[config.mk]
export PLATFORM = sky130hd
export DESIGN_NAME = nlsi_query
export DESIGN_NICKNAME = d
export VERILOG_FILES = /design/src/design/nlsi_pkg.sv /design/src/design/nlsi_query.sv
export SDC_FILE = /design/constraint.sdc
export NUM_CORES = 1
export LEC_CHECK = 0
export BUFFER_PORTS_ARGS = -buffer_cell sky130_fd_sc_hd__buf_2
export CAP_MARGIN = 10
export CORE_AREA = 2 2 140 142
export DETAILED_ROUTE_END_ITERATION = 16
export DIE_AREA = 0 0 142 144
export PLACE_DENSITY = 0.63
export SKIP_LAST_GASP = 1
export SYNTH_ARGS = -nofsm -noshare
export SYNTH_HDL_FRONTEND = slang
export SYNTH_SLANG_ARGS = --single-unit
[constraint.sdc]
create_clock -name clk -period 4.85 [get_ports clk]
set_input_delay 0.2425 -clock clk [delete_from_list [all_inputs] [get_ports clk]]
set_output_delay 0.2425 -clock clk [all_outputs]
set_load 0.01 [all_outputs]
[src/design/nlsi_pkg.sv]
// Shared types, constants and beat layouts for the newline line-start indexer.
package nlsi_pkg;

	// Default sizing of the line-start table and of byte offsets.
	localparam int NLSI_TABLE_DEPTH = 4096;
	localparam int NLSI_OFFSET_BITS = 32;

	// Fixed field widths of the request and response beats.
	localparam int MODE_W        = 3;
	localparam int BYTE_W        = 8;
	localparam int FIELD_W       = 32;
	localparam int LINE_INDEX_W  = 12;
	localparam int KNOWN_LINES_W = 13;

	// The byte that ends a line.
	localparam logic [BYTE_W-1:0] NEWLINE_CHAR = 8'h0A;

	// Request operation codes; codes five to seven do nothing.
	typedef enum logic [MODE_W-1:0] {
		MODE_DATA    = 3'd0,
		MODE_LINE    = 3'd1,
		MODE_OFFSET  = 3'd2,
		MODE_END     = 3'd3,
		MODE_RESTART = 3'd4
	} nlsi_mode_t;

	// One request beat.
	typedef struct packed {
		logic [MODE_W-1:0]  mode;
		logic [BYTE_W-1:0]  data_byte;
		logic [FIELD_W-1:0] line_number;
		logic [FIELD_W-1:0] query_offset;
	} nlsi_req_t;

	// One response beat.
	typedef struct packed {
		logic [FIELD_W-1:0]       line_start_value;
		logic [LINE_INDEX_W-1:0]  line_index_value;
		logic [KNOWN_LINES_W-1:0] known_lines;
		logic [FIELD_W-1:0]       scanned_offset;
		logic                     index_complete;
		logic                     offset_covered;
		logic                     table_full;
	} nlsi_rsp_t;

endpackage

[src/design/nlsi_query.sv]
// Query sequencer: line-start lookup and binary search over the line-start table.
module nlsi_query
	import nlsi_pkg::*;
#(
	parameter int TABLE_DEPTH = NLSI_TABLE_DEPTH,
	parameter int OFFSET_BITS = NLSI_OFFSET_BITS,
	localparam int CNT_W      = $clog2(TABLE_DEPTH + 1),
	localparam int IDX_W      = $clog2(TABLE_DEPTH)
) (
	input  logic                   clk,
	input  logic                   arst_n,
	input  logic                   start,
	input  logic                   is_offset,
	input  logic [IDX_W-1:0]       line_idx,
	input  logic [OFFSET_BITS-1:0] target,
	input  logic [CNT_W-1:0]       entry_count,
	output logic [IDX_W-1:0]       raddr,
	input  logic [OFFSET_BITS-1:0] rdata,
	output logic                   done_q,
	output logic [OFFSET_BITS-1:0] start_val_q,
	output logic [CNT_W-1:0]       index_q
);

	typedef enum logic [2:0] {
		Q_IDLE,
		Q_LREAD,
		Q_LDATA,
		Q_ISSUE,
		Q_CMP
	} q_state_t;

	q_state_t               state_q;
	logic [CNT_W-1:0]       lo_q;
	logic [CNT_W-1:0]       hi_q;
	logic [CNT_W-1:0]       mid_q;
	logic [OFFSET_BITS-1:0] target_q;
	logic [CNT_W-1:0]       mid;
	logic [OFFSET_BITS-1:0] entry_val;

	// Midpoint of the open search window.
	assign mid = lo_q + ((hi_q - lo_q) >> 1);

	// Entry zero is always zero and is never written.
	assign entry_val = (mid_q == '0) ? '0 : rdata;

	// The read port follows the search midpoint, or the held line address.
	always_comb begin
		if (state_q == Q_ISSUE) begin
			raddr = mid[IDX_W-1:0];
		end else begin
			raddr = mid_q[IDX_W-1:0];
		end
	end

	// Sequencer state and registered results.
	always_ff @(posedge clk or negedge arst_n) begin
		if (!arst_n) begin
			state_q     <= Q_IDLE;
			done_q      <= 1'b0;
			lo_q        <= '0;
			hi_q        <= '0;
			mid_q       <= '0;
			target_q    <= '0;
			start_val_q <= '0;
			index_q     <= '0;
		end else begin
			done_q <= 1'b0;
			unique case (state_q)
				Q_IDLE: begin
					if (start) begin
						lo_q     <= '0;
						hi_q     <= entry_count;
						target_q <= target;
						mid_q    <= CNT_W'(line_idx);
						state_q  <= is_offset ? Q_ISSUE : Q_LREAD;
					end
				end
				Q_LREAD: begin
					state_q <= Q_LDATA;
				end
				Q_LDATA: begin
					start_val_q <= entry_val;
					index_q     <= '0;
					done_q      <= 1'b1;
					state_q     <= Q_IDLE;
				end
				Q_ISSUE: begin
					if (lo_q < hi_q) begin
						mid_q   <= mid;
						state_q <= Q_CMP;
					end else begin
						start_val_q <= '0;
						index_q     <= (lo_q == '0) ? '0 : lo_q - 1'b1;
						done_q      <= 1'b1;
						state_q     <= Q_IDLE;
					end
				end
				Q_CMP: begin
					if (entry_val <= target_q) begin
						lo_q <= mid_q + 1'b1;
					end else begin
						hi_q <= mid_q;
					end
					state_q <= Q_ISSUE;
				end
				default: begin
					state_q <= Q_IDLE;
				end
			endcase
		end
	end

endmodule

# Yosys cells after proc, flatten, opt, wreduce, memory -nomap -nowiden
# Index checks and enable logic that the tools add are counted.
[classes]
n_reduce_logical = 11
magnitude_cmp = 2
n_mux = 22
add_sub_neg = 4
n_eq_ne = 9
[ops]
columns = ["op", "count"]
rows = [
  ["$mux W13", 8],
  ["$pmux W13 S2", 4],
  ["$mux W32", 2],
  ["$pmux W32 S2", 1],
  ["$le A32 B32 Y1", 1],
  ["$logic_not A13 Y1", 2],
  ["$add A13 B1 Y13 const B", 1],
  ["$add A13 B12 Y13", 1],
  ["$lt A13 B13 Y1", 1],
  ["$sub A13 B1 Y13 const B", 1],
  ["$sub A13 B13 Y13", 1],
  ["$mux W12", 1],
  ["$pmux W3 S4", 1],
  ["$reduce_and A3 Y1", 3],
  ["$ne A2 B2 Y1 const B", 4],
  ["$eq A3 B2 Y1 const B", 2],
  ["$mux W3", 2],
  ["$reduce_bool A2 Y1", 3],
  ["$reduce_and A2 Y1", 2],
  ["$eq A3 B1 Y1 const B", 1],
  ["$eq A3 B3 Y1 const B", 1],
  ["$logic_not A3 Y1", 1],
  ["$mux W2", 1],
  ["$ne A2 B1 Y1 const B", 1],
  ["other kinds (2)", 2],
]
[totals]
elab_cells = 56
register_bits = 120
output_inout_bits = 58
input_bits = 93

# Logic depth before layout (Yosys ltp)
# Gate-level depths: netlist (run 1).
[depth]
ltp_word = 5
depth_mapped = 17
ltp_nobuf = 17

# Worst setup path after synthesis (run 1)
# OpenSTA, ideal clock, no wires.
[synth_path]
path_kind = "register -> output"
start = "register lo_q[2]"
end = "output port raddr[10]"
path_buffers = 0
required_time_ns = 4.608
t_arrival_ns = 3.185
path_slack_ns = 1.422
stages_incl_launch_ff = 16
path_cell_list = "dfrtp_1 -> inv_1 -> ha_1 -> nor2b_1 -> o21ai_0 -> nand2b_1 -> a311o_1 -> a31o_2 -> a21oi_1 -> xnor2_1 -> ha_1 -> a21oi_1 -> o21ai_0 -> and2_1 -> xnor2_1 -> o21ai_0"
[synth_via]
elab_chain_cells = 3
[synth_rtl]
columns = ["element", "line", "rtl"]
rows = [
  ["start: declaration", "nlsi_query.sv:33", "logic [CNT_W-1:0] lo_q;"],
  ["start signal: assignment", "nlsi_query.sv:100", "lo_q <= mid_q + 1'b1;"],
  ["$sub A13 B13 Y13", "nlsi_query.sv:41", "assign mid = lo_q + ((hi_q - lo_q) >> 1);"],
  ["$add A13 B12 Y13 (*)", "nlsi_query.sv:41", ""],
  ["$mux W12 (*)", "nlsi_query.sv:48", "if (state_q == Q_ISSUE) begin"],
  ["end: declaration", "nlsi_query.sv:17", "output logic [IDX_W-1:0] raddr,"],
]
# Every way passes the cells marked *; elsewhere a longest branch is shown, timed or not.

# Final worst setup path (run 1)
[layout_path]
start = "register lo_q[2]"
end = "output port raddr[11]"
# The elaborated chain is that of the path after synthesis.

==> results of run 1 <==
==> area by class of cell <==
type                       count  area (um^2)  area share
clock buffer                  18          429      0.0480
clock inverter                14          125      0.0140
tap                          238          298      0.0333
sequential                   120         3000       0.336
timing repair buffer         158          813      0.0910
inverter                      57          214      0.0239
multi-input combinational    565         4060       0.454
==> cells in the mapped netlist, drive strengths merged, types with 17 or more instances <==
library cell  count  share of area
a22o             32          0.038
nand2           104          0.053
xnor2            29          0.034
inv              57          0.029
ha               60           0.10
dfrtp           120           0.40
nor2             25          0.014
mux2i            17          0.023
and2             34          0.029
a21oi            26          0.018
nand3            23          0.015
mux2             21          0.037
clkbuf           29          0.015
o21ai            62          0.042
==> critical path, delay by kind of cell, from the launching register on <==
family	cells	cell delay, ps
buf+inv	2	260
simple gates	4	560
flops	1	420
compound gates	7	1550
xor+xnor	1	150
fa+ha+maj	2	640
==> routing by layer <==
layer / vias to the layer above / track usage
met5: - / 0
met4: 0 / 0.0684
met3: 29 / 0.0308
met2: 178 / 0.298
met1: 2901 / 0.293
li1: 3035 / -
==> flip-flops by register name, indices dropped and copies added (netlist names) <==
signal	flops
lo_q	13
done_q	1
target_q	32
start_val_q	32
hi_q	13
state_q	3
mid_q	13
index_q	13
==> metrics by stage <==
stage          area, um^2  total power [mW]
2_1_floorplan        7440              4.28
3_3_place_gp         8380              5.19
3_5_place_dp         8380              5.22
4_1_cts              8940              6.45
5_1_grt              8940              6.95
6_report             8940              6.43
==> worst max path at each step <==
stage	end	slack (ps)	depth (start not counted)
after global placement	hi_q[3]	970	14
after CTS	raddr[10]	650	16
after global routing	raddr[11]	180	17
final	raddr[11]	600	16
after floorplan	raddr[10]	1420	15
after detailed placement	hi_q[3]	970	12
==> power groups by stage <==
stage / clock network, mW / registers (mW) / logic, mW
5_1_grt: 1.25 / 1.80 / 3.89
6_report: 1.19 / 1.75 / 3.49
2_1_floorplan: 0 / 1.72 / 2.56
3_5_place_dp: 0 / 1.76 / 3.46
4_1_cts: 1.21 / 1.75 / 3.49
3_3_place_gp: 0 / 1.75 / 3.44
==> cells by family after synthesis <==
group	Yosys count	synth area share
xor+xnor	40	0.0471
mux	38	0.0602
simple gates	239	0.159
fa+ha+maj	62	0.106
buf+inv	93	0.0530
flops	120	0.404
compound gates	186	0.170
==> tab_implementation.tex, run 1 <==
\begin{tabular}{lr}
\hline
Metric & Value \\
\hline
\multicolumn{2}{l}{\textbf{CTS}} \\
Number of H-tree levels & 4 \\
Hold\_buf cts & 0 \\
Clock tree root buffer cell & sky130\_fd\_sc\_hd\_\_clkbuf\_16 \\
Number of buffers added by the clock tree synthesis step & 17 \\
Clock latency on the worst-skew pair & approximately 420 ps \\
Buffer levels on the longest clock path & 2 \\
Cells resized by post-CTS repair & 0 \\
Clock-pin slew on the worst setup and hold paths & 60 ps \\
Clock Sink Count & 120 \\
Setup Fix Bufs, Post-CTS & 0 \\
TritonCTS clock tree & done \\
\multicolumn{2}{l}{\textbf{Pwr}} \\
IR drop worst, VDD & roughly 0.00029 V \\
Flop pwr share & 0.272 \\
Proportion of power drawn by the clock network & 0.185 \\
Switching power & 2.79 mW \\
Switching share of power & 0.434 \\
Static Leak & $\sim$4.4 nW \\
Internal power summed over all cells & 3.64 mW \\
P per Cell Area & about 700 mW/mm\^{}2 \\
Part of the power in combinational logic & 0.543 \\
\multicolumn{2}{l}{\textbf{Final layout}} \\
Final core utilization & 0.468 \\
Number of diodes added for antenna fixing & 0 \\
Number of standard cells in the layout, taps in and fillers out & roughly 1.2k \\
Area Growth Syn to Fin & 20.2\% \\
Total Nets Final & about 1.1k \\
Most frequent standard cell in the layout excluding fill and tap cells & sky130\_fd\_sc\_hd\_\_buf\_2 \\
Filler instances & 1813 \\
Share of final-layout standard cells stronger than drive strength 1 & 0.245 \\
Commonest non-fill, non-tap cells in the layout & sky130\_fd\_sc\_hd\_\_buf\_2, sky130\_fd\_sc\_hd\_\_dfrtp\_1, sky130\_fd\_sc\_hd\_\_nand2\_1 \\
\multicolumn{2}{l}{\textbf{Setup path}} \\
Worst-case register-to-register setup slack & about 960 ps \\
Worst reg2reg path depth & 14 \\
Crit path max fanout & 4 \\
Worst R2R End & hi\_q[3] \\
Arrival time of data at the critical path endpoint & 4010 ps \\
Slowest cell on the critical path & sky130\_fd\_sc\_hd\_\_dfrtp\_1 \\
Launching point of the worst reg2reg path & mid\_q[0] \\
Startpoint type of the worst setup path & flop \\
Crit-path max cell delay & 420 ps \\
Crit path top cell by count & sky130\_fd\_sc\_hd\_\_o21ai\_0 \\
Worst Setup End Kind & primary output \\
Crit path kind & reg -> out \\
Required arrival time at the worst endpoint & about 4600 ps \\
Crit path cell chain & inv\_1 -> ha\_1 -> nor2b\_1 -> o21ai\_0 -> nand2b\_1 -> a311o\_1 -> a31o\_2 -> a21oi\_1 -> xnor2\_1 -> ha\_1 -> a21oi\_1 -> o21ai\_0 -> and3b\_1 -> o21ai\_0 -> nand2\_1 -> buf\_2 \\
Launch point of the worst path & lo\_q[2] \\
\multicolumn{2}{l}{\textbf{Detailed routing}} \\
Via total after detailed routing & 6143 \\
Wire per inst & approximately 17 um \\
DRC violation total after the first TritonRoute iteration & 336 \\
Wire length on met1 & between 9 and 10 mm \\
Total wirelength of the detailed-routed design & slightly below 20 mm \\
Residual DRC count & 0 \\
Met2 WL & between 8 and 9 mm \\
Detail Route met3 WL & 863 um \\
Remaining antenna violation count & 0 \\
Top layer used by detailed routing & met4 \\
Detailed-router iteration count before antenna repair & 5 \\
Avg Vias per Cell & $\sim$5.3 \\
\multicolumn{2}{l}{\textbf{Floorplan}} \\
Starting Density & 0.390 \\
Number of core rows & about 50 \\
Die Outline Area & 0.0204 mm\^{}2 \\
Chip height & around 140 um \\
Number of primary I/O pins & 151 \\
Core Footprint & 0.0191 mm\^{}2 \\
Die boundary width & about 140 um \\
\multicolumn{2}{l}{\textbf{STA}} \\
Hold Violations, Final & 22 \\
Setup repair after global routing missed its margin & false \\
Worst rel slew slack & 0.343 \\
Measured slew at the worst slew-check pin & between 900 and 1000 ps \\
Post-Route Setup TNS & 0 ps \\
Final min period & around 4300 ps \\
Worst Clk Skew & 9.32 ps \\
Total count of max-transition violations in the final report & 0 \\
Worst hold slack & -37.3 ps \\
Crit path setup slack, layout & approximately 600 ps \\
Portion of the clock cycle consumed by the worst path in the final layout & 0.876 \\
Total of endpoints with negative setup slack in the final report & 0 \\
Highest attainable clock frequency & 0.235 GHz \\
\multicolumn{2}{l}{\textbf{GRT}} \\
GRT Residual Overflow & 0 \\
Number of global-route vias before repair & 5980 \\
First-pass GRT wire length & between 30 and 40 mm \\
Total track usage & 0.199 \\
Maximum number of pins on one net before global-route repair & 77 \\
Initial antenna violation count & 0 \\
\multicolumn{2}{l}{\textbf{Synthesis}} \\
Area of the mapped netlist & approximately 0.0074 mm\^{}2 \\
Commonest register cell after synthesis & sky130\_fd\_sc\_hd\_\_dfrtp\_1 \\
Ys Warns & 0 \\
Synthesized area per cell & about 9.6 um\^{}2 \\
Synthesized netlist net count & around 930 \\
Share of the yosys chip area belonging to registers & 0.404 \\
Post-synthesis cell count & between 700 and 800 \\
Number of enable-type register cells in the synthesized netlist & 0 \\
Synthesis-stage register bit count & 120 \\
Number of distinct library cells after synthesis & 65 \\
Proportion of synthesized flip-flops having asynchronous set or reset & 1.00 \\
\multicolumn{2}{l}{\textbf{Placement}} \\
Half-perimeter wire length after detailed placement & about 15 mm \\
Placed Cells & between 1k and 1.5k \\
Worst slack after detailed placement & between 900 and 1000 ps \\
Total of buffers placed on input and output ports & 150 \\
Gp weighted congestion & roughly 0.9 \\
\multicolumn{2}{l}{\textbf{Outcome}} \\
Outcome & finished with violations \\
Violations in the final reports & negative hold slack \\
\multicolumn{2}{l}{\textbf{Run}} \\
Maxcap violations & 0 \\
\multicolumn{2}{l}{\textbf{Hold path}} \\
Type of the most critical hold path & in -> async \\
\hline
\end{tabular}
Note: power is estimated with default switching activity, not from simulation.
==> inputs of run 2 (changes only) <==
Settings changed: GPL_ROUTABILITY_DRIVEN set to 0, MAX_ROUTING_LAYER set to met4.
==> tab_implementation.tex, run 2 (same netlist as run 1, synthesis figures left out) <==
\begin{tabular}{lr}
\hline
Metric & Value \\
\hline
\multicolumn{2}{l}{\textbf{CTS}} \\
Number of buffers added by the clock tree synthesis step & 17 \\
Setup Fix Bufs, Post-CTS & 0 \\
Number of H-tree levels & 4 \\
TritonCTS clock tree & done \\
Clock tree root buffer cell & sky130\_fd\_sc\_hd\_\_clkbuf\_16 \\
Clock-pin slew on the worst setup and hold paths & 60 ps \\
Cells resized by post-CTS repair & 0 \\
Clock latency on the worst-skew pair & approximately 420 ps \\
Hold\_buf cts & 0 \\
Clock Sink Count & 120 \\
Buffer levels on the longest clock path & 2 \\
\multicolumn{2}{l}{\textbf{Floorplan}} \\
Starting Density & 0.390 \\
Die Outline Area & 0.0204 mm\^{}2 \\
Die boundary width & roughly 140 um \\
Core Footprint & roughly 0.019 mm\^{}2 \\
Number of primary I/O pins & roughly 150 \\
Number of core rows & 51 \\
Chip height & approximately 140 um \\
\multicolumn{2}{l}{\textbf{GRT}} \\
Global-route met1 utilization & 0.294 \\
Met2 layer usage reported by global route & 0.299 \\
Maximum number of pins on one net before global-route repair & 77 \\
Initial antenna violation count & 0 \\
Number of global-route vias before repair & roughly 6k \\
Total track usage & 0.205 \\
GRT Residual Overflow & 0 \\
Layer with the highest usage after global routing & met2 \\
First-pass GRT wire length & $\sim$31 mm \\
Global Route met3 Usage & 0.0285 \\
\multicolumn{2}{l}{\textbf{Setup path}} \\
Crit path cell chain & inv\_1 -> ha\_1 -> nor2b\_1 -> o21ai\_0 -> nand2b\_1 -> a311o\_1 -> a31o\_2 -> a21oi\_1 -> xnor2\_1 -> ha\_1 -> a21oi\_1 -> o21ai\_0 -> and3b\_1 -> o21ai\_0 -> nand2\_1 -> buf\_2 \\
Cell family contributing the most delay on the critical path & compound AO/OA/AOI/OAI gates \\
Required arrival time at the worst endpoint & around 4600 ps \\
Worst Setup End Kind & primary output \\
Crit path max fanout & 4 \\
Crit path kind & reg -> out \\
Crit path top cell by count & sky130\_fd\_sc\_hd\_\_o21ai\_0 \\
Slowest cell on the critical path & sky130\_fd\_sc\_hd\_\_dfrtp\_1 \\
Arrival time of data at the critical path endpoint & 3980 ps \\
Startpoint type of the worst setup path & flop \\
Crit-path max cell delay & 420 ps \\
Crit path buffers/inverters & 2 \\
\multicolumn{2}{l}{\textbf{Outcome}} \\
Outcome & finished with violations \\
Violations in the final reports & negative hold slack \\
\multicolumn{2}{l}{\textbf{Placement}} \\
Total of buffers placed on input and output ports & 150 \\
Worst slack after detailed placement & a little under 1000 ps \\
Half-perimeter wire length after detailed placement & around 15 mm \\
Placed Cells & $\sim$1.1k \\
Placed cell area & $\sim$0.0084 mm\^{}2 \\
\multicolumn{2}{l}{\textbf{STA}} \\
Measured slew at the worst slew-check pin & 994 ps \\
Total of endpoints with negative setup slack in the final report & 0 \\
Highest attainable clock frequency & roughly 0.24 GHz \\
Worst Clk Skew & between 9 and 10 ps \\
Final min period & $\sim$4200 ps \\
Portion of the clock cycle consumed by the worst path in the final layout & 0.870 \\
Hold Violations, Final & 24 \\
Setup repair after global routing missed its margin & false \\
Worst rel slew slack & 0.337 \\
Crit path setup slack, layout & approximately 630 ps \\
Worst hold slack & -44.8 ps \\
Post-Route Setup TNS & 0 ps \\
Total count of max-transition violations in the final report & 0 \\
\multicolumn{2}{l}{\textbf{Hold path}} \\
Type of the most critical hold path & in -> async \\
\multicolumn{2}{l}{\textbf{Pwr}} \\
Static Leak & around 4.4 nW \\
Switching power & 2.79 mW \\
Switching share of power & 0.434 \\
Part of the power in combinational logic & 0.543 \\
P per Cell Area & 719 mW/mm\^{}2 \\
Flop pwr share & 0.272 \\
IR drop worst, VDD & between 0.0002 and 0.0003 V \\
Internal power summed over all cells & around 3.6 mW \\
Total power draw & roughly 6.4 mW \\
Proportion of power drawn by the clock network & 0.186 \\
\multicolumn{2}{l}{\textbf{Final layout}} \\
Number of standard cells in the layout, taps in and fillers out & 1170 \\
Total Nets Final & 1074 \\
Area Growth Syn to Fin & 20.2\% \\
Share of final-layout standard cells stronger than drive strength 1 & 0.245 \\
Finished Cell Area & between 0.008 and 0.009 mm\^{}2 \\
Number of diodes added for antenna fixing & 0 \\
Commonest non-fill, non-tap cells in the layout & sky130\_fd\_sc\_hd\_\_buf\_2, sky130\_fd\_sc\_hd\_\_dfrtp\_1, sky130\_fd\_sc\_hd\_\_nand2\_1 \\
Registers with the most flip-flops & start\_val\_q x32, target\_q x32 \\
Most frequent standard cell in the layout excluding fill and tap cells & sky130\_fd\_sc\_hd\_\_buf\_2 \\
Final core utilization & 0.468 \\
\multicolumn{2}{l}{\textbf{Detailed routing}} \\
Residual DRC count & 0 \\
Total wirelength of the detailed-routed design & roughly 20 mm \\
Detailed-router iteration count before antenna repair & 5 \\
Via total after detailed routing & roughly 6.1k \\
Remaining antenna violation count & 0 \\
Wire per inst & 16.8 um \\
Avg Vias per Cell & roughly 5.2 \\
DRC violation total after the first TritonRoute iteration & 407 \\
\multicolumn{2}{l}{\textbf{Run}} \\
Maxcap violations & 0 \\
\hline
\end{tabular}
==> run 2: cell counts in the layout (fill, tap and decap cells not counted) <==
No cell type changed its count.
==> run 2: per-layer routing <==
layer | vias to the layer above | wire length (um)
met4 | 0 | 430
met1 | 2897 | 9950
met2 | 158 | 8540
li1 | 3038 | -
met3 | 31 | 705
met5 | - | 0
==> run 2: layout make-up <==
type                       instances  area [um^2]
fill                            1813        10100
timing repair buffer             158          813
multi-input combinational        565         4060
clock inverter                    14          125
clock buffer                      18          429
sequential                       120         3000
tap                              238          298
inverter                          57          214
==> run 2: worst paths after layout <==
check / from / cells past startpoint / to / slack [ps]
max in group asynchronous: arst_n / 2 / hi_q[9] / 3640
worst min register to register: index_q[5] / 2 / index_q[5] / 470
worst min-delay path: arst_n / 1 / start_val_q[28] / -40
worst max register to register: mid_q[0] / 14 / hi_q[3] / 960
worst max-delay path: lo_q[2] / 16 / raddr[11] / 630
min in group clk: target[5] / 3 / target_q[5] / 20
==> run 2: power groups by stage <==
stage          combinational [mW]  sequential (mW)  clock, mW
2_1_floorplan                2.56             1.72          0
3_3_place_gp                 3.44             1.75          0
3_5_place_dp                 3.46             1.76          0
4_1_cts                      3.49             1.75       1.21
5_1_grt                      3.89             1.80       1.25
6_report                     3.49             1.75       1.19
==> inputs of run 3 (changes only) <==
Settings changed: HOLD_SLACK_MARGIN set to 0.03, RECOVER_POWER set to 25.
==> tab_implementation.tex, run 3 (same netlist as run 1, synthesis figures left out) <==
\begin{tabular}{lr}
\hline
Metric & Value \\
\hline
\multicolumn{2}{l}{\textbf{Outcome}} \\
Outcome & finished with violations \\
Violations in the final reports & max-capacitance violations, max-slew violations \\
\multicolumn{2}{l}{\textbf{Placement}} \\
Half-perimeter wire length after detailed placement & around 15 mm \\
Total of buffers placed on input and output ports & 150 \\
Worst slack after detailed placement & 972 ps \\
\multicolumn{2}{l}{\textbf{Final layout}} \\
Total Nets Final & 1098 \\
Most frequent standard cell in the layout excluding fill and tap cells & sky130\_fd\_sc\_hd\_\_dfrtp\_1 \\
Final core utilization & 0.477 \\
Registers with the most flip-flops & start\_val\_q x32, target\_q x32 \\
Storage cell area & about 0.0030 mm\^{}2 \\
Share of final-layout standard cells stronger than drive strength 1 & 0.189 \\
Area of combinational cells with multiple inputs & about 0.004 mm\^{}2 \\
Number of diodes added for antenna fixing & 0 \\
Commonest non-fill, non-tap cells in the layout & sky130\_fd\_sc\_hd\_\_dfrtp\_1, sky130\_fd\_sc\_hd\_\_buf\_2, sky130\_fd\_sc\_hd\_\_nand2\_1 \\
Area Growth Syn to Fin & 22.5\% \\
Filler instances & 1808 \\
\multicolumn{2}{l}{\textbf{STA}} \\
Post-Route Setup TNS & 0 ps \\
Setup repair after global routing missed its margin & false \\
Worst Clk Skew & 9.07 ps \\
Portion of the clock cycle consumed by the worst path in the final layout & 0.871 \\
Worst hold slack & 36.6 ps \\
Worst rel slew slack & -0.294 \\
Crit path setup slack, layout & between 600 and 700 ps \\
Total of endpoints with negative setup slack in the final report & 0 \\
Total count of max-transition violations in the final report & slightly below 80 \\
Measured slew at the worst slew-check pin & approximately 1900 ps \\
Hold Violations, Final & 0 \\
Highest attainable clock frequency & about 0.24 GHz \\
Final min period & 4220 ps \\
\multicolumn{2}{l}{\textbf{Pwr}} \\
Switching power & roughly 2.8 mW \\
IR drop worst, VDD & $\sim$0.00029 V \\
Part of the power in combinational logic & 0.541 \\
Internal power summed over all cells & 3.61 mW \\
Switching share of power & 0.436 \\
Proportion of power drawn by the clock network & 0.186 \\
Static Leak & between 4 and 5 nW \\
P per Cell Area & 703 mW/mm\^{}2 \\
Total power draw & 6.40 mW \\
Flop pwr share & 0.273 \\
\multicolumn{2}{l}{\textbf{Setup path}} \\
Worst R2R End & hi\_q[3] \\
Worst reg2reg path depth & 14 \\
Arrival time of data at the critical path endpoint & $\sim$4000 ps \\
Crit-path max cell delay & $\sim$420 ps \\
Worst-case register-to-register setup slack & between 900 and 1000 ps \\
Worst Setup End Kind & primary output \\
Launch point of the worst path & lo\_q[2] \\
Crit path max fanout & 4 \\
Startpoint type of the worst setup path & flop \\
Crit path cell chain & inv\_1 -> ha\_1 -> nor2b\_1 -> o21ai\_0 -> nand2b\_1 -> a311o\_1 -> a31o\_2 -> a21oi\_1 -> xnor2\_1 -> ha\_1 -> a21oi\_1 -> o21ai\_0 -> and2\_1 -> xnor2\_1 -> o21ai\_0 -> buf\_2 \\
Slowest cell on the critical path & sky130\_fd\_sc\_hd\_\_dfrtp\_1 \\
Crit path kind & reg -> out \\
Crit path to & raddr[10] \\
Required arrival time at the worst endpoint & around 4600 ps \\
Launching point of the worst reg2reg path & mid\_q[0] \\
Crit path top cell by count & sky130\_fd\_sc\_hd\_\_o21ai\_0 \\
\multicolumn{2}{l}{\textbf{GRT}} \\
Number of global-route vias before repair & roughly 6.1k \\
Global-route met1 utilization & 0.297 \\
First-pass GRT wire length & between 30 and 40 mm \\
Global Route met3 Usage & 0.0278 \\
Total track usage & 0.207 \\
Met2 layer usage reported by global route & 0.299 \\
Initial antenna violation count & 0 \\
GRT Residual Overflow & 0 \\
Layer with the highest usage after global routing & met2 \\
Maximum number of pins on one net before global-route repair & between 70 and 80 \\
\multicolumn{2}{l}{\textbf{Floorplan}} \\
Starting Density & 0.390 \\
Number of core rows & slightly above 50 \\
Chip height & between 100 and 150 um \\
Core Footprint & 0.0191 mm\^{}2 \\
Die boundary width & roughly 140 um \\
Die Outline Area & approximately 0.020 mm\^{}2 \\
Number of primary I/O pins & roughly 150 \\
\multicolumn{2}{l}{\textbf{CTS}} \\
Number of buffers added by the clock tree synthesis step & 17 \\
Buffer levels on the longest clock path & 2 \\
Clock latency on the worst-skew pair & 420 ps \\
Setup Fix Bufs, Post-CTS & 0 \\
TritonCTS clock tree & done \\
Clock tree root buffer cell & sky130\_fd\_sc\_hd\_\_clkbuf\_16 \\
Clock-pin slew on the worst setup and hold paths & 60 ps \\
Number of H-tree levels & 4 \\
Clock Sink Count & 120 \\
Cells resized by post-CTS repair & 0 \\
\multicolumn{2}{l}{\textbf{Hold path}} \\
Type of the most critical hold path & in -> reg \\
Launch instance of the worst min-delay path & target[12] \\
\multicolumn{2}{l}{\textbf{Detailed routing}} \\
Wire per inst & between 15 and 20 um \\
Detailed-router iteration count before antenna repair & 5 \\
Residual DRC count & 0 \\
Remaining antenna violation count & 0 \\
Avg Vias per Cell & roughly 5.2 \\
Total wirelength of the detailed-routed design & approximately 20 mm \\
DRC violation total after the first TritonRoute iteration & between 400 and 500 \\
Via total after detailed routing & around 6.2k \\
\multicolumn{2}{l}{\textbf{Run}} \\
Maxcap violations & 1 \\
\hline
\end{tabular}
## run 3: metrics by stage
| step | cells | instance area (um^2) |
|---|---|---|
| 2_1_floorplan | 778 | 7440 |
| 6_report | 1194 | 9110 |
| 5_1_grt | 1194 | 9110 |
| 4_1_cts | 1194 | 9180 |
| 3_5_place_dp | 1138 | 8380 |
| 3_3_place_gp | 1138 | 8380 |
## run 3: critical path: cells and delay by family, from the launching register on
family | cells | cell delay [ps]
buffers and inverters | 2 | 260
DFF | 1 | 420
AOI/OAI and AO/OA | 7 | 1420
adders and majority gates | 2 | 640
and+or+nand+nor | 3 | 460
xor gates and xnor gates | 2 | 360
## run 3: how the worst min path moves through the flow
| stage | end | cells after the start |
|---|---|---|
| 2_1_floorplan | done_q | 0 |
| 3_3_place_gp | target_q[5] | 3 |
| 3_5_place_dp | target_q[25] | 3 |
| 4_1_cts | target_q[12] | 3 |
| 5_1_grt | target_q[0] | 3 |
| 6_report | target_q[12] | 3 |
## run 3: repair_timing
item,in CTS,in global routing
hold buffers,24,0
hold endpoints to repair,59,0
setup endpoints to repair,0,0
## run 3: layout make-up
class                           count  area share
Clock buffer                       18      0.0471
Clock inverter                     14      0.0137
Inverter                           57      0.0235
Multi-Input combinational cell    565       0.444
Sequential cell                   120       0.330
Tap cell                          238      0.0327
Timing Repair Buffer              182       0.109
## run 3: metal layers
layer / up-vias / routed length, um
met3: 29 / 872
met5: - / 0
met2: 182 / 8670
met4: 0 / 442
met1: 2939 / 9880
li1: 3086 / -
## run 3: power by group through the flow
| stage | clock (mW) | combinational [mW] | sequential, mW |
|---|---|---|---|
| floorplan | 0 | 2.56 | 1.72 |
| global placement | 0 | 3.44 | 1.75 |
| detailed placement | 0 | 3.46 | 1.76 |
| CTS | 1.21 | 3.50 | 1.75 |
| global route | 1.25 | 3.87 | 1.81 |
| finish | 1.19 | 3.46 | 1.75 |
